$ cat src/sv/tduf_pkg.sv
// Shared types and constants of the tick-driven UART with FIFOs.
package tduf_pkg;

   localparam int CSR_INDEX_W = 4;
   localparam int CSR_DATA_W  = 8;

   // Register indexes of the configuration port
   localparam logic [CSR_INDEX_W-1:0] REG_BIT_PERIOD      = 4'd0;
   localparam logic [CSR_INDEX_W-1:0] REG_RECEIVER_ENABLE = 4'd1;
   localparam logic [CSR_INDEX_W-1:0] REG_SAMPLE_MIN      = 4'd2;
   localparam logic [CSR_INDEX_W-1:0] REG_SAMPLE_MAX      = 4'd3;

   // Register reset values
   localparam logic [7:0] BIT_PERIOD_RESET = 8'd104;
   localparam logic [7:0] SAMPLE_MIN_RESET = 8'd5;
   localparam logic [7:0] SAMPLE_MAX_RESET = 8'd100;

   // Receiver takes the start bit plus eight data bits
   localparam logic [3:0] RX_SAMPLE_COUNT = 4'd9;

   typedef struct packed {
      logic       rx_level;
      logic       push_valid;
      logic [7:0] push_byte;
      logic       pop_request;
   } req_item_type;

   typedef struct packed {
      logic       tx_line;
      logic [7:0] pop_byte;
      logic       pop_valid;
      logic       push_dropped;
      logic       rx_overrun;
      logic       rx_busy;
   } rsp_item_type;

   typedef struct packed {
      logic [7:0] bit_period;
      logic       receiver_enable;
      logic [7:0] sample_min;
      logic [7:0] sample_max;
   } cfg_type;

endpackage

$ cat src/sv/tduf_req_if.sv
// Input item channel: one timer tick with rx level, push and pop requests.
interface tduf_req_if;
   logic       valid;
   logic       ready;
   logic       rx_level;
   logic       push_valid;
   logic [7:0] push_byte;
   logic       pop_request;

   modport source (output valid, rx_level, push_valid, push_byte, pop_request, input ready);
   modport sink   (input valid, rx_level, push_valid, push_byte, pop_request, output ready);
endinterface

$ cat src/sv/tduf_rsp_if.sv
// Result item channel: line level, popped byte and status flags.
interface tduf_rsp_if;
   logic       valid;
   logic       ready;
   logic       tx_line;
   logic [7:0] pop_byte;
   logic       pop_valid;
   logic       push_dropped;
   logic       rx_overrun;
   logic       rx_busy;

   modport source (output valid, tx_line, pop_byte, pop_valid, push_dropped, rx_overrun,
                   rx_busy, input ready);
   modport sink   (input valid, tx_line, pop_byte, pop_valid, push_dropped, rx_overrun,
                   rx_busy, output ready);
endinterface

$ cat src/sv/tduf_csr_if.sv
// Configuration write channel: register index and write data.
interface tduf_csr_if import tduf_pkg::*; ();
   logic                   valid;
   logic                   ready;
   logic [CSR_INDEX_W-1:0] index;
   logic [CSR_DATA_W-1:0]  data;

   modport source (output valid, index, data, input ready);
   modport sink   (input valid, index, data, output ready);
endinterface

$ cat src/sv/tick_driven_uart_with_fifos.sv
// Top level of the tick-driven 8N1 UART with transmit and receive FIFOs.
//
// Each input item is one prescaled timer tick carrying the sampled rx level, an
// optional byte to queue for sending and an optional pop of the oldest received
// byte; each item yields exactly one result item with the tx line level, the
// popped byte and status flags. The block sustains one item per clock cycle
// while the result side is ready: the engine advances all UART state for a
// tick as it takes it, and the FIFO heads are prefetched into registers so a
// pop or a transmit load never waits on the memory read. From item accept to
// result, an item passes through the front queue and the result register.
// A two-entry front queue takes items while the engine is stalled
// by the result side, and the result register holds a finished item while the
// next one is accepted. Each FIFO holds FIFO_DEPTH-1 bytes; a push into a full
// FIFO is dropped and flagged, never overwritten. No clearing pass runs after
// reset. Configuration registers (index 0 bit_period, 1 receiver_enable,
// 2 sample_min, 3 sample_max) are always ready; write them only while the
// block is idle. Writes to other indexes are ignored.
module tick_driven_uart_with_fifos import tduf_pkg::*; #(
   parameter int FIFO_DEPTH = 16
) (
   input  logic       clock,
   input  logic       reset,
   tduf_req_if.sink   req_chan,
   tduf_rsp_if.source rsp_chan,
   tduf_csr_if.sink   csr_chan
);

   req_item_type head_item;
   logic         head_valid;
   logic         head_pop;

   // Front: accept and hold ticks
   tduf_item_queue u_front (
      .clock      (clock),
      .reset      (reset),
      .req        (req_chan),
      .head_item  (head_item),
      .head_valid (head_valid),
      .head_pop   (head_pop)
   );

   // Back: advance timer, shift bits, move bytes through the FIFOs
   tduf_engine #(.FIFO_DEPTH(FIFO_DEPTH)) u_back (
      .clock      (clock),
      .reset      (reset),
      .item       (head_item),
      .item_valid (head_valid),
      .item_pop   (head_pop),
      .rsp        (rsp_chan),
      .csr        (csr_chan)
   );

endmodule

$ cat src/sv/tduf_item_queue.sv
// Front end: two-entry queue of input items ahead of the UART engine.
module tduf_item_queue import tduf_pkg::*; (
   input  logic         clock,
   input  logic         reset,
   tduf_req_if.sink     req,
   output req_item_type head_item,
   output logic         head_valid,
   input  logic         head_pop
);

   req_item_type slot_ff [2];
   logic         wr_ptr_ff, wr_ptr_in;
   logic         rd_ptr_ff, rd_ptr_in;
   logic [1:0]   count_ff, count_in;
   logic         push;
   logic         pop;

   assign req.ready  = (count_ff != 2'd2);
   assign head_valid = (count_ff != 2'd0);
   assign head_item  = slot_ff[rd_ptr_ff];

   assign push = req.valid && req.ready;
   assign pop  = head_pop && head_valid;

   always_comb begin
      wr_ptr_in = push ? ~wr_ptr_ff : wr_ptr_ff;
      rd_ptr_in = pop ? ~rd_ptr_ff : rd_ptr_ff;
      count_in  = count_ff;
      if (push && !pop) begin
         count_in = count_ff + 2'd1;
      end else if (pop && !push) begin
         count_in = count_ff - 2'd1;
      end
   end

   always_ff @(posedge clock) begin
      if (reset) begin
         wr_ptr_ff <= 1'b0;
         rd_ptr_ff <= 1'b0;
         count_ff  <= 2'd0;
      end else begin
         wr_ptr_ff <= wr_ptr_in;
         rd_ptr_ff <= rd_ptr_in;
         count_ff  <= count_in;
      end
   end

   // Payload slots carry no reset
   always_ff @(posedge clock) begin
      if (push) begin
         slot_ff[wr_ptr_ff] <= '{rx_level: req.rx_level, push_valid: req.push_valid,
                                 push_byte: req.push_byte, pop_request: req.pop_request};
      end
   end

endmodule

$ cat src/sv/tduf_byte_fifo.sv
// Byte FIFO with registered head read and write-to-head bypass.
module tduf_byte_fifo #(
   parameter int DEPTH = 16
) (
   input  logic       clock,
   input  logic       reset,
   input  logic       push,
   input  logic [7:0] push_data,
   input  logic       pop,
   output logic       empty,
   output logic       full,
   output logic [7:0] head_data
);

   localparam int PTR_W = (DEPTH > 1) ? $clog2(DEPTH) : 1;
   localparam logic [PTR_W-1:0] LAST = PTR_W'(DEPTH - 1);

   logic [7:0]       store [DEPTH];
   logic [PTR_W-1:0] rd_ptr_ff, rd_ptr_in;
   logic [PTR_W-1:0] wr_ptr_ff, wr_ptr_in;
   logic [PTR_W-1:0] wr_next;
   logic [PTR_W-1:0] rd_next;
   logic [7:0]       head_ff;

   assign wr_next = (wr_ptr_ff == LAST) ? '0 : wr_ptr_ff + 1'b1;
   assign rd_next = (rd_ptr_ff == LAST) ? '0 : rd_ptr_ff + 1'b1;

   assign empty     = (rd_ptr_ff == wr_ptr_ff);
   assign full      = (wr_next == rd_ptr_ff);
   assign head_data = head_ff;

   assign rd_ptr_in = pop  ? rd_next : rd_ptr_ff;
   assign wr_ptr_in = push ? wr_next : wr_ptr_ff;

   always_ff @(posedge clock) begin
      if (reset) begin
         rd_ptr_ff <= '0;
         wr_ptr_ff <= '0;
      end else begin
         rd_ptr_ff <= rd_ptr_in;
         wr_ptr_ff <= wr_ptr_in;
      end
   end

   always_ff @(posedge clock) begin
      if (push) begin
         store[wr_ptr_ff] <= push_data;
      end
   end

   // Prefetch the entry the read pointer moves to; take the new byte if it lands there
   always_ff @(posedge clock) begin
      if (push && (wr_ptr_ff == rd_ptr_in)) begin
         head_ff <= push_data;
      end else begin
         head_ff <= store[rd_ptr_in];
      end
   end

endmodule

$ cat src/sv/tduf_engine.sv
// Back end: bit timer, transmitter, receiver, both FIFOs and the result register.
module tduf_engine import tduf_pkg::*; #(
   parameter int FIFO_DEPTH = 16
) (
   input  logic         clock,
   input  logic         reset,
   input  req_item_type item,
   input  logic         item_valid,
   output logic         item_pop,
   tduf_rsp_if.source   rsp,
   tduf_csr_if.sink     csr
);

   cfg_type      cfg_ff, cfg_in;
   logic [7:0]   timer_ff, timer_in;
   logic [9:0]   tx_shift_ff, tx_shift_in;
   logic         tx_level_ff, tx_level_in;
   logic [7:0]   rx_shift_ff, rx_shift_in;
   logic [3:0]   rx_bits_ff, rx_bits_in;
   logic         rx_active_ff, rx_active_in;
   logic [7:0]   phase_ff, phase_in;
   logic         last_rx_ff, last_rx_in;
   rsp_item_type rsp_ff, rsp_in;
   logic         rsp_valid_ff, rsp_valid_in;

   logic         fire;
   logic         rx_pop, rx_push, rx_empty, rx_full;
   logic [7:0]   rx_head;
   logic         tx_pop, tx_push, tx_empty, tx_full;
   logic [7:0]   tx_head;
   logic         overrun, dropped;
   logic         wrap;
   logic [7:0]   half;
   logic [7:0]   phase_raw, phase_lo;

   // Step when an item waits and the result slot is free or being drained
   assign fire     = item_valid && (!rsp_valid_ff || rsp.ready);
   assign item_pop = fire;

   assign csr.ready = 1'b1;

   assign rsp.valid        = rsp_valid_ff;
   assign rsp.tx_line      = rsp_ff.tx_line;
   assign rsp.pop_byte     = rsp_ff.pop_byte;
   assign rsp.pop_valid    = rsp_ff.pop_valid;
   assign rsp.push_dropped = rsp_ff.push_dropped;
   assign rsp.rx_overrun   = rsp_ff.rx_overrun;
   assign rsp.rx_busy      = rsp_ff.rx_busy;

   always_comb begin
      cfg_in = cfg_ff;
      if (csr.valid) begin
         case (csr.index)
            REG_BIT_PERIOD:      cfg_in.bit_period      = csr.data;
            REG_RECEIVER_ENABLE: cfg_in.receiver_enable = csr.data[0];
            REG_SAMPLE_MIN:      cfg_in.sample_min      = csr.data;
            REG_SAMPLE_MAX:      cfg_in.sample_max      = csr.data;
            default:             cfg_in = cfg_ff;
         endcase
      end
   end

   // Start-edge phase: half a period away from the timer, within the period, then clamped
   assign half      = {1'b0, cfg_ff.bit_period[7:1]};
   assign phase_raw = (timer_ff > half) ? timer_ff - half : timer_ff + half - 8'd1;
   assign phase_lo  = (phase_raw < cfg_ff.sample_min) ? cfg_ff.sample_min : phase_raw;

   assign wrap = ({1'b0, timer_ff} + 9'd1) >= {1'b0, cfg_ff.bit_period};

   always_comb begin
      timer_in     = timer_ff;
      tx_shift_in  = tx_shift_ff;
      tx_level_in  = tx_level_ff;
      rx_shift_in  = rx_shift_ff;
      rx_bits_in   = rx_bits_ff;
      rx_active_in = rx_active_ff;
      phase_in     = phase_ff;
      last_rx_in   = last_rx_ff;
      rx_pop       = 1'b0;
      rx_push      = 1'b0;
      overrun      = 1'b0;
      tx_pop       = 1'b0;
      tx_push      = 1'b0;
      dropped      = 1'b0;
      rsp_in       = rsp_ff;
      rsp_valid_in = rsp_valid_ff && !rsp.ready;

      if (fire) begin
         rx_pop = item.pop_request && !rx_empty;

         // Sample event at the stored phase
         if (rx_active_ff && (timer_ff == phase_ff)) begin
            if (rx_bits_ff != 4'd0) begin
               rx_shift_in = {item.rx_level, rx_shift_ff[7:1]};
               rx_bits_in  = rx_bits_ff - 4'd1;
            end else begin
               rx_push      = !rx_full || rx_pop;
               overrun      = rx_full && !rx_pop;
               rx_shift_in  = 8'd0;
               rx_active_in = 1'b0;
            end
         end

         // Falling edge while armed and idle
         if (cfg_ff.receiver_enable && !rx_active_ff && last_rx_ff && !item.rx_level) begin
            phase_in     = (phase_lo > cfg_ff.sample_max) ? cfg_ff.sample_max : phase_lo;
            rx_shift_in  = 8'd0;
            rx_bits_in   = RX_SAMPLE_COUNT;
            rx_active_in = 1'b1;
         end
         last_rx_in = item.rx_level;

         // Bit timer and transmitter
         if (wrap) begin
            timer_in = 8'd0;
            if (tx_shift_ff != 10'd0) begin
               tx_level_in = tx_shift_ff[0];
               tx_shift_in = {1'b0, tx_shift_ff[9:1]};
            end else if (!tx_empty) begin
               tx_shift_in = {1'b1, tx_head, 1'b0};
               tx_pop      = 1'b1;
            end
         end else begin
            timer_in = timer_ff + 8'd1;
         end

         // Push lands after the load decision
         if (item.push_valid) begin
            tx_push = !tx_full || tx_pop;
            dropped = tx_full && !tx_pop;
         end

         rsp_in.tx_line      = tx_level_in;
         rsp_in.pop_byte     = rx_pop ? rx_head : 8'd0;
         rsp_in.pop_valid    = rx_pop;
         rsp_in.push_dropped = dropped;
         rsp_in.rx_overrun   = overrun;
         rsp_in.rx_busy      = rx_active_in;
         rsp_valid_in        = 1'b1;
      end
   end

   always_ff @(posedge clock) begin
      if (reset) begin
         cfg_ff       <= '{bit_period: BIT_PERIOD_RESET, receiver_enable: 1'b0,
                           sample_min: SAMPLE_MIN_RESET, sample_max: SAMPLE_MAX_RESET};
         timer_ff     <= 8'd0;
         tx_shift_ff  <= 10'd0;
         tx_level_ff  <= 1'b1;
         rx_shift_ff  <= 8'd0;
         rx_bits_ff   <= 4'd0;
         rx_active_ff <= 1'b0;
         phase_ff     <= 8'd0;
         last_rx_ff   <= 1'b1;
         rsp_valid_ff <= 1'b0;
      end else begin
         cfg_ff       <= cfg_in;
         timer_ff     <= timer_in;
         tx_shift_ff  <= tx_shift_in;
         tx_level_ff  <= tx_level_in;
         rx_shift_ff  <= rx_shift_in;
         rx_bits_ff   <= rx_bits_in;
         rx_active_ff <= rx_active_in;
         phase_ff     <= phase_in;
         last_rx_ff   <= last_rx_in;
         rsp_valid_ff <= rsp_valid_in;
      end
   end

   always_ff @(posedge clock) begin
      rsp_ff <= rsp_in;
   end

   tduf_byte_fifo #(.DEPTH(FIFO_DEPTH)) u_tx_fifo (
      .clock     (clock),
      .reset     (reset),
      .push      (tx_push),
      .push_data (item.push_byte),
      .pop       (tx_pop),
      .empty     (tx_empty),
      .full      (tx_full),
      .head_data (tx_head)
   );

   tduf_byte_fifo #(.DEPTH(FIFO_DEPTH)) u_rx_fifo (
      .clock     (clock),
      .reset     (reset),
      .push      (rx_push),
      .push_data (rx_shift_ff),
      .pop       (rx_pop),
      .empty     (rx_empty),
      .full      (rx_full),
      .head_data (rx_head)
   );

endmodule
$ cat src/flat_wrapper.sv
// flat-port wrapper written by rule: the top's interface ports become plain ports
module tick_driven_uart_with_fifos_flat import tduf_pkg::*;
#(
   parameter int FIFO_DEPTH = 16
)
  (clock, reset, req_chan_valid, req_chan_rx_level, req_chan_push_valid, req_chan_push_byte, req_chan_pop_request, req_chan_ready, rsp_chan_valid, rsp_chan_tx_line, rsp_chan_pop_byte, rsp_chan_pop_valid, rsp_chan_push_dropped, rsp_chan_rx_overrun, rsp_chan_rx_busy, rsp_chan_ready, csr_chan_valid, csr_chan_index, csr_chan_data, csr_chan_ready);
  tduf_req_if req_chan_i ();
  tduf_rsp_if rsp_chan_i ();
  tduf_csr_if csr_chan_i ();
  input  logic clock;
  input  logic reset;
  input wire logic [$bits(req_chan_i.valid)-1:0] req_chan_valid;
  input wire logic [$bits(req_chan_i.rx_level)-1:0] req_chan_rx_level;
  input wire logic [$bits(req_chan_i.push_valid)-1:0] req_chan_push_valid;
  input wire logic [$bits(req_chan_i.push_byte)-1:0] req_chan_push_byte;
  input wire logic [$bits(req_chan_i.pop_request)-1:0] req_chan_pop_request;
  output wire logic [$bits(req_chan_i.ready)-1:0] req_chan_ready;
  output wire logic [$bits(rsp_chan_i.valid)-1:0] rsp_chan_valid;
  output wire logic [$bits(rsp_chan_i.tx_line)-1:0] rsp_chan_tx_line;
  output wire logic [$bits(rsp_chan_i.pop_byte)-1:0] rsp_chan_pop_byte;
  output wire logic [$bits(rsp_chan_i.pop_valid)-1:0] rsp_chan_pop_valid;
  output wire logic [$bits(rsp_chan_i.push_dropped)-1:0] rsp_chan_push_dropped;
  output wire logic [$bits(rsp_chan_i.rx_overrun)-1:0] rsp_chan_rx_overrun;
  output wire logic [$bits(rsp_chan_i.rx_busy)-1:0] rsp_chan_rx_busy;
  input wire logic [$bits(rsp_chan_i.ready)-1:0] rsp_chan_ready;
  input wire logic [$bits(csr_chan_i.valid)-1:0] csr_chan_valid;
  input wire logic [$bits(csr_chan_i.index)-1:0] csr_chan_index;
  input wire logic [$bits(csr_chan_i.data)-1:0] csr_chan_data;
  output wire logic [$bits(csr_chan_i.ready)-1:0] csr_chan_ready;
  assign req_chan_i.valid = req_chan_valid;
  assign req_chan_i.rx_level = req_chan_rx_level;
  assign req_chan_i.push_valid = req_chan_push_valid;
  assign req_chan_i.push_byte = req_chan_push_byte;
  assign req_chan_i.pop_request = req_chan_pop_request;
  assign req_chan_ready = req_chan_i.ready;
  assign rsp_chan_valid = rsp_chan_i.valid;
  assign rsp_chan_tx_line = rsp_chan_i.tx_line;
  assign rsp_chan_pop_byte = rsp_chan_i.pop_byte;
  assign rsp_chan_pop_valid = rsp_chan_i.pop_valid;
  assign rsp_chan_push_dropped = rsp_chan_i.push_dropped;
  assign rsp_chan_rx_overrun = rsp_chan_i.rx_overrun;
  assign rsp_chan_rx_busy = rsp_chan_i.rx_busy;
  assign rsp_chan_i.ready = rsp_chan_ready;
  assign csr_chan_i.valid = csr_chan_valid;
  assign csr_chan_i.index = csr_chan_index;
  assign csr_chan_i.data = csr_chan_data;
  assign csr_chan_ready = csr_chan_i.ready;
  tick_driven_uart_with_fifos #(.FIFO_DEPTH(FIFO_DEPTH)) u_core (.clock(clock), .reset(reset), .req_chan(req_chan_i), .rsp_chan(rsp_chan_i), .csr_chan(csr_chan_i));
endmodule
$ cat config.mk
export PLATFORM = sky130hd
export DESIGN_NAME = tick_driven_uart_with_fifos_flat
export DESIGN_NICKNAME = d
export VERILOG_FILES = /design/src/sv/tduf_pkg.sv /design/src/sv/tduf_req_if.sv /design/src/sv/tduf_rsp_if.sv /design/src/sv/tduf_csr_if.sv /design/src/sv/tick_driven_uart_with_fifos.sv /design/src/sv/tduf_item_queue.sv /design/src/sv/tduf_byte_fifo.sv /design/src/sv/tduf_engine.sv /design/src/flat_wrapper.sv
export SDC_FILE = /design/constraint.sdc
export NUM_CORES = 1
export LEC_CHECK = 0
export BUFFER_PORTS_ARGS = -buffer_cell sky130_fd_sc_hd__buf_2
export CORE_MARGIN = 8
export CORE_UTILIZATION = 53
export DETAILED_ROUTE_END_ITERATION = 7
export GPL_TIMING_DRIVEN = 0
export PLACE_DENSITY_LB_ADDON = 0.08
export REMOVE_ABC_BUFFERS = 1
export SLEW_MARGIN = 10
export SYNTH_ARGS = -nofsm -noshare
export SYNTH_HDL_FRONTEND = slang
export SYNTH_SLANG_ARGS = --single-unit
$ cat constraint.sdc
create_clock -name clock -period 7.15 [get_ports clock]
set_clock_uncertainty 0.05 [all_clocks]
set_input_delay 0.3575 -clock clock [delete_from_list [all_inputs] [get_ports clock]]
set_output_delay 0.3575 -clock clock [all_outputs]
set_load 0.03 [all_outputs]
==> impl_metrics.yaml <==
cells_and_area:
  nFillCells: 2410
  area_growth_syn_to_layout_pct: 11.93
  nNetsFinal: 1295
  drive_above_1_share: 0.1874
  design_area_sq_mm: 0.01911
  multi_input_area_sq_mm: 0.006052
  seq_area_sq_mm: 0.01067
  antenna_cells: 0
worst_hold_path:
  worstHoldPathType: "primary input to flop"
synth:
  synth_edf_count: 291
  synth.yosys.seq_area_share: 0.6244
  synth.most_common_cell: "edfxtp_1"
  synth_top_cell_area_share: 0.5118
  yosys_warnings: 0
  ys_ff_latch: 387
  ys_types: 77
  synth_area_leaders: "edfxtp_1, dfxtp_1, mux4_2, ha_1, a21oi_1"
  synthTopCellsByCount: "edfxtp_1, dfxtp_1, mux4_2, nor2_1"
  postSynth.asyncResetShare: 0
  ys.flop_type: "edfxtp_1"
  syn_area_sq_mm: 0.01707
  synthCells: 1165
  avgSynthCellArea_sq_um: 14.66
  yosysTopAreaCell: "edfxtp_1"
routing:
  routedWlPerCell_microns: 21.50
  route.detailed.drc: 0
  viasPerCell: 5.911
  vias: 9724
  final_antenna_net_count: 0
  drt_iter0_drc: 580
  dr.pass1.iters: 5
  wl_mm: 35.36
worst_setup_path:
  required_ps: 7500
  crit_type: "flop to flop"
  start_kind: "flop"
  arrival_ps: 6810
  crit_path_end_kind: "flop"
  worstPathMaxFanout: 13
place:
  dp_hpwl_mm: 23.60
  place_area_sq_mm: 0.01769
  gp_congestion: 0.8821
  io_buffer_count: 42
timing:
  setup_viol: 0
  relSlewSlack: 0.1851
  timing.final.crit_period_ps: 6457
  rsz0062_at_grt: "false"
  finalCritPeriodShare: 0.9031
  max_freq_mhz: 154.9
  setup_tns_ps: 0
  finalMaxSlewViolations: 0
  tightest_slew_ps: 1213
  finalHoldViolCount: 0
global_route:
  overflow: 0
  track_usage: 0.1857
  grt_pass1_vias: 9765
  grt_first_pass_wirelength_mm: 56.11
  antenna_found_initial: 0
  grt_max_degree: 76
job:
  max-cap-violations: 0
die:
  start_util: 0.5397
  die-area_sq_mm: 0.03821
  die_x_microns: 195.5
  ios: 44
  core-area_sq_mm: 0.03164
  fp.dieH_microns: 195.5
  rows: 65
power_and_ir_drop:
  power_per_cell_area_mw_per_mm2: 283.4
  vdd.ir_drop.worst_uv: 209.2
  p_total_mw: 5.416
  leakage_nw: 6.558
clocking:
  clockRootBuffer: "clkbuf_16"
  clk_latency_ps: 540
  clock-sinks: 387
  clkTransAtPathRegs_ps: 60
  cts_buffers: 42
  cts_tree: "built"
  cts_buffer_depth: 3
  htree_levels: 2
status:
  status: "completed"
-- final cells by class --
cell class | count | share of cell area
Clock buffer | 57 | 0.06010
Timing Repair Buffer | 58 | 0.02102
Multi-Input combinational cell | 666 | 0.3167
Tap cell | 402 | 0.02632
Sequential cell | 387 | 0.5582
Inverter | 55 | 0.01080
Clock inverter | 20 | 0.006874
-- layer usage --
| layer | vias up | part of all wire | global-route usage | routed length (microns) |
|---|---|---|---|---|
| met3 | 45 | 0.048 | 0.03301 | 1714 |
| met5 | - | 0 | 0 | 0 |
| li1 | 4595 | - | - | - |
| met2 | 198 | 0.48 | 0.3042 | 17020 |
| met4 | 0 | 0.020 | 0.04997 | 719 |
| met1 | 4886 | 0.45 | 0.2533 | 15910 |
-- worst paths after layout --
kind	slack, ps	from	to	cells after the start
max	690	u_core.u_back.timer_ff[5]$_SDFFE_PP0P_	u_core.u_back.phase_ff[2]$_SDFFE_PP0P_	20
min	30	csr_chan_data[2]	u_core.u_back.cfg_ff[2]$_SDFFE_PP1P_	3
max reg2reg	690	u_core.u_back.timer_ff[5]$_SDFFE_PP0P_	u_core.u_back.phase_ff[2]$_SDFFE_PP0P_	20
min reg2reg	410	u_core.u_back.cfg_ff[11]$_SDFFE_PP0P_	u_core.u_back.cfg_ff[11]$_SDFFE_PP0P_	2
-- power breakdown --
part	internal (mW)	switching, mW	total [mW]
Clock	1.16	0.852	2.02
Combinational	0.254	0.508	0.761
Sequential	2.58	0.0546	2.64
-- per-stage QoR --
stage	setup slack [ps]	std cells	hold WS (ps)	util
finish	693.1	1645	29.63	0.6041
global route	158.9	1645	41.17	0.6041
CTS	133.4	1645	9.187	0.6032
detailed placement	174.6	1557	405.5	0.5593
global placement	110.6	1552	395.0	0.5547
floorplan	1224	1108	376.6	-
-- cell families after synthesis --
logic type | Yosys count | synth area share
xor gates and xnor gates | 42 | 0.02154
other | 1 | 0.0002196
adders and majority gates | 58 | 0.04324
DFF | 387 | 0.6244
buffers and inverters | 112 | 0.02609
and+or+nand+nor | 264 | 0.08193
muxes | 121 | 0.1310
AOI/OAI and AO/OA | 180 | 0.07167
-- state kept, by name, summed over array words and instances, names as in the netlist, 8 cells and up, named ones only --
signal,count
u_core.u_back.cfg_ff,25
u_core.u_back.phase_ff,8
u_core.u_back.rsp.pop_byte,8
u_core.u_back.rx_shift_ff,8
u_core.u_back.timer_ff,8
u_core.u_back.tx_shift_ff,10
u_core.u_back.u_rx_fifo.store,128
u_core.u_back.u_tx_fifo.store,128
u_core.u_front.slot_ff,22
-- worst max-delay path: stages (launching register included) --
cell	delay [ps]
dfxtp_1	490
inv_1	160
ha_1	460
nor3b_1	120
nor4_1	600
a21oi_1	340
o211ai_1	180
o21ai_0	140
or2_2	330
ha_1	290
o2111ai_1	150
nor3_1	140
a2111oi_4	800
mux2_2	450
ha_1	330
o21a_1	120
o21ai_0	80
a31oi_1	220
a2bb2oi_2	440
mux2i_1	290
a21oi_1	100
-- repair_timing --
item	CTS	global route
endpoints found under the hold margin	22	0
endpoints found under the setup margin	0	7
hold buffers	11	0
setup buffers	0	0
resized for setup	0	1
-- layout by cell type, fill, tap and decap left out, drive strengths merged, types with 10 or more instances in the layout --
cell type	netlist	layout
dlygate4sd3	0	11
and3	22	22
o31ai	14	14
nor2b	20	20
o21ai	31	31
and2	12	12
clkinv	0	12
edfxtp	291	291
mux2i	22	22
nor3	18	18
mux4	80	80
a21oi	55	55
o211ai	10	10
buf	19	47
mux2	19	19
xor2	23	23
clkbuf	38	57
dfxtp	96	96
nor2	59	59
a21o	11	11
ha	55	55
nand3	26	26
a22oi	11	11
xnor2	19	19
nand2	51	51
nand2b	10	10
inv	55	58
Note: power is estimated with default switching activity, not from simulation.
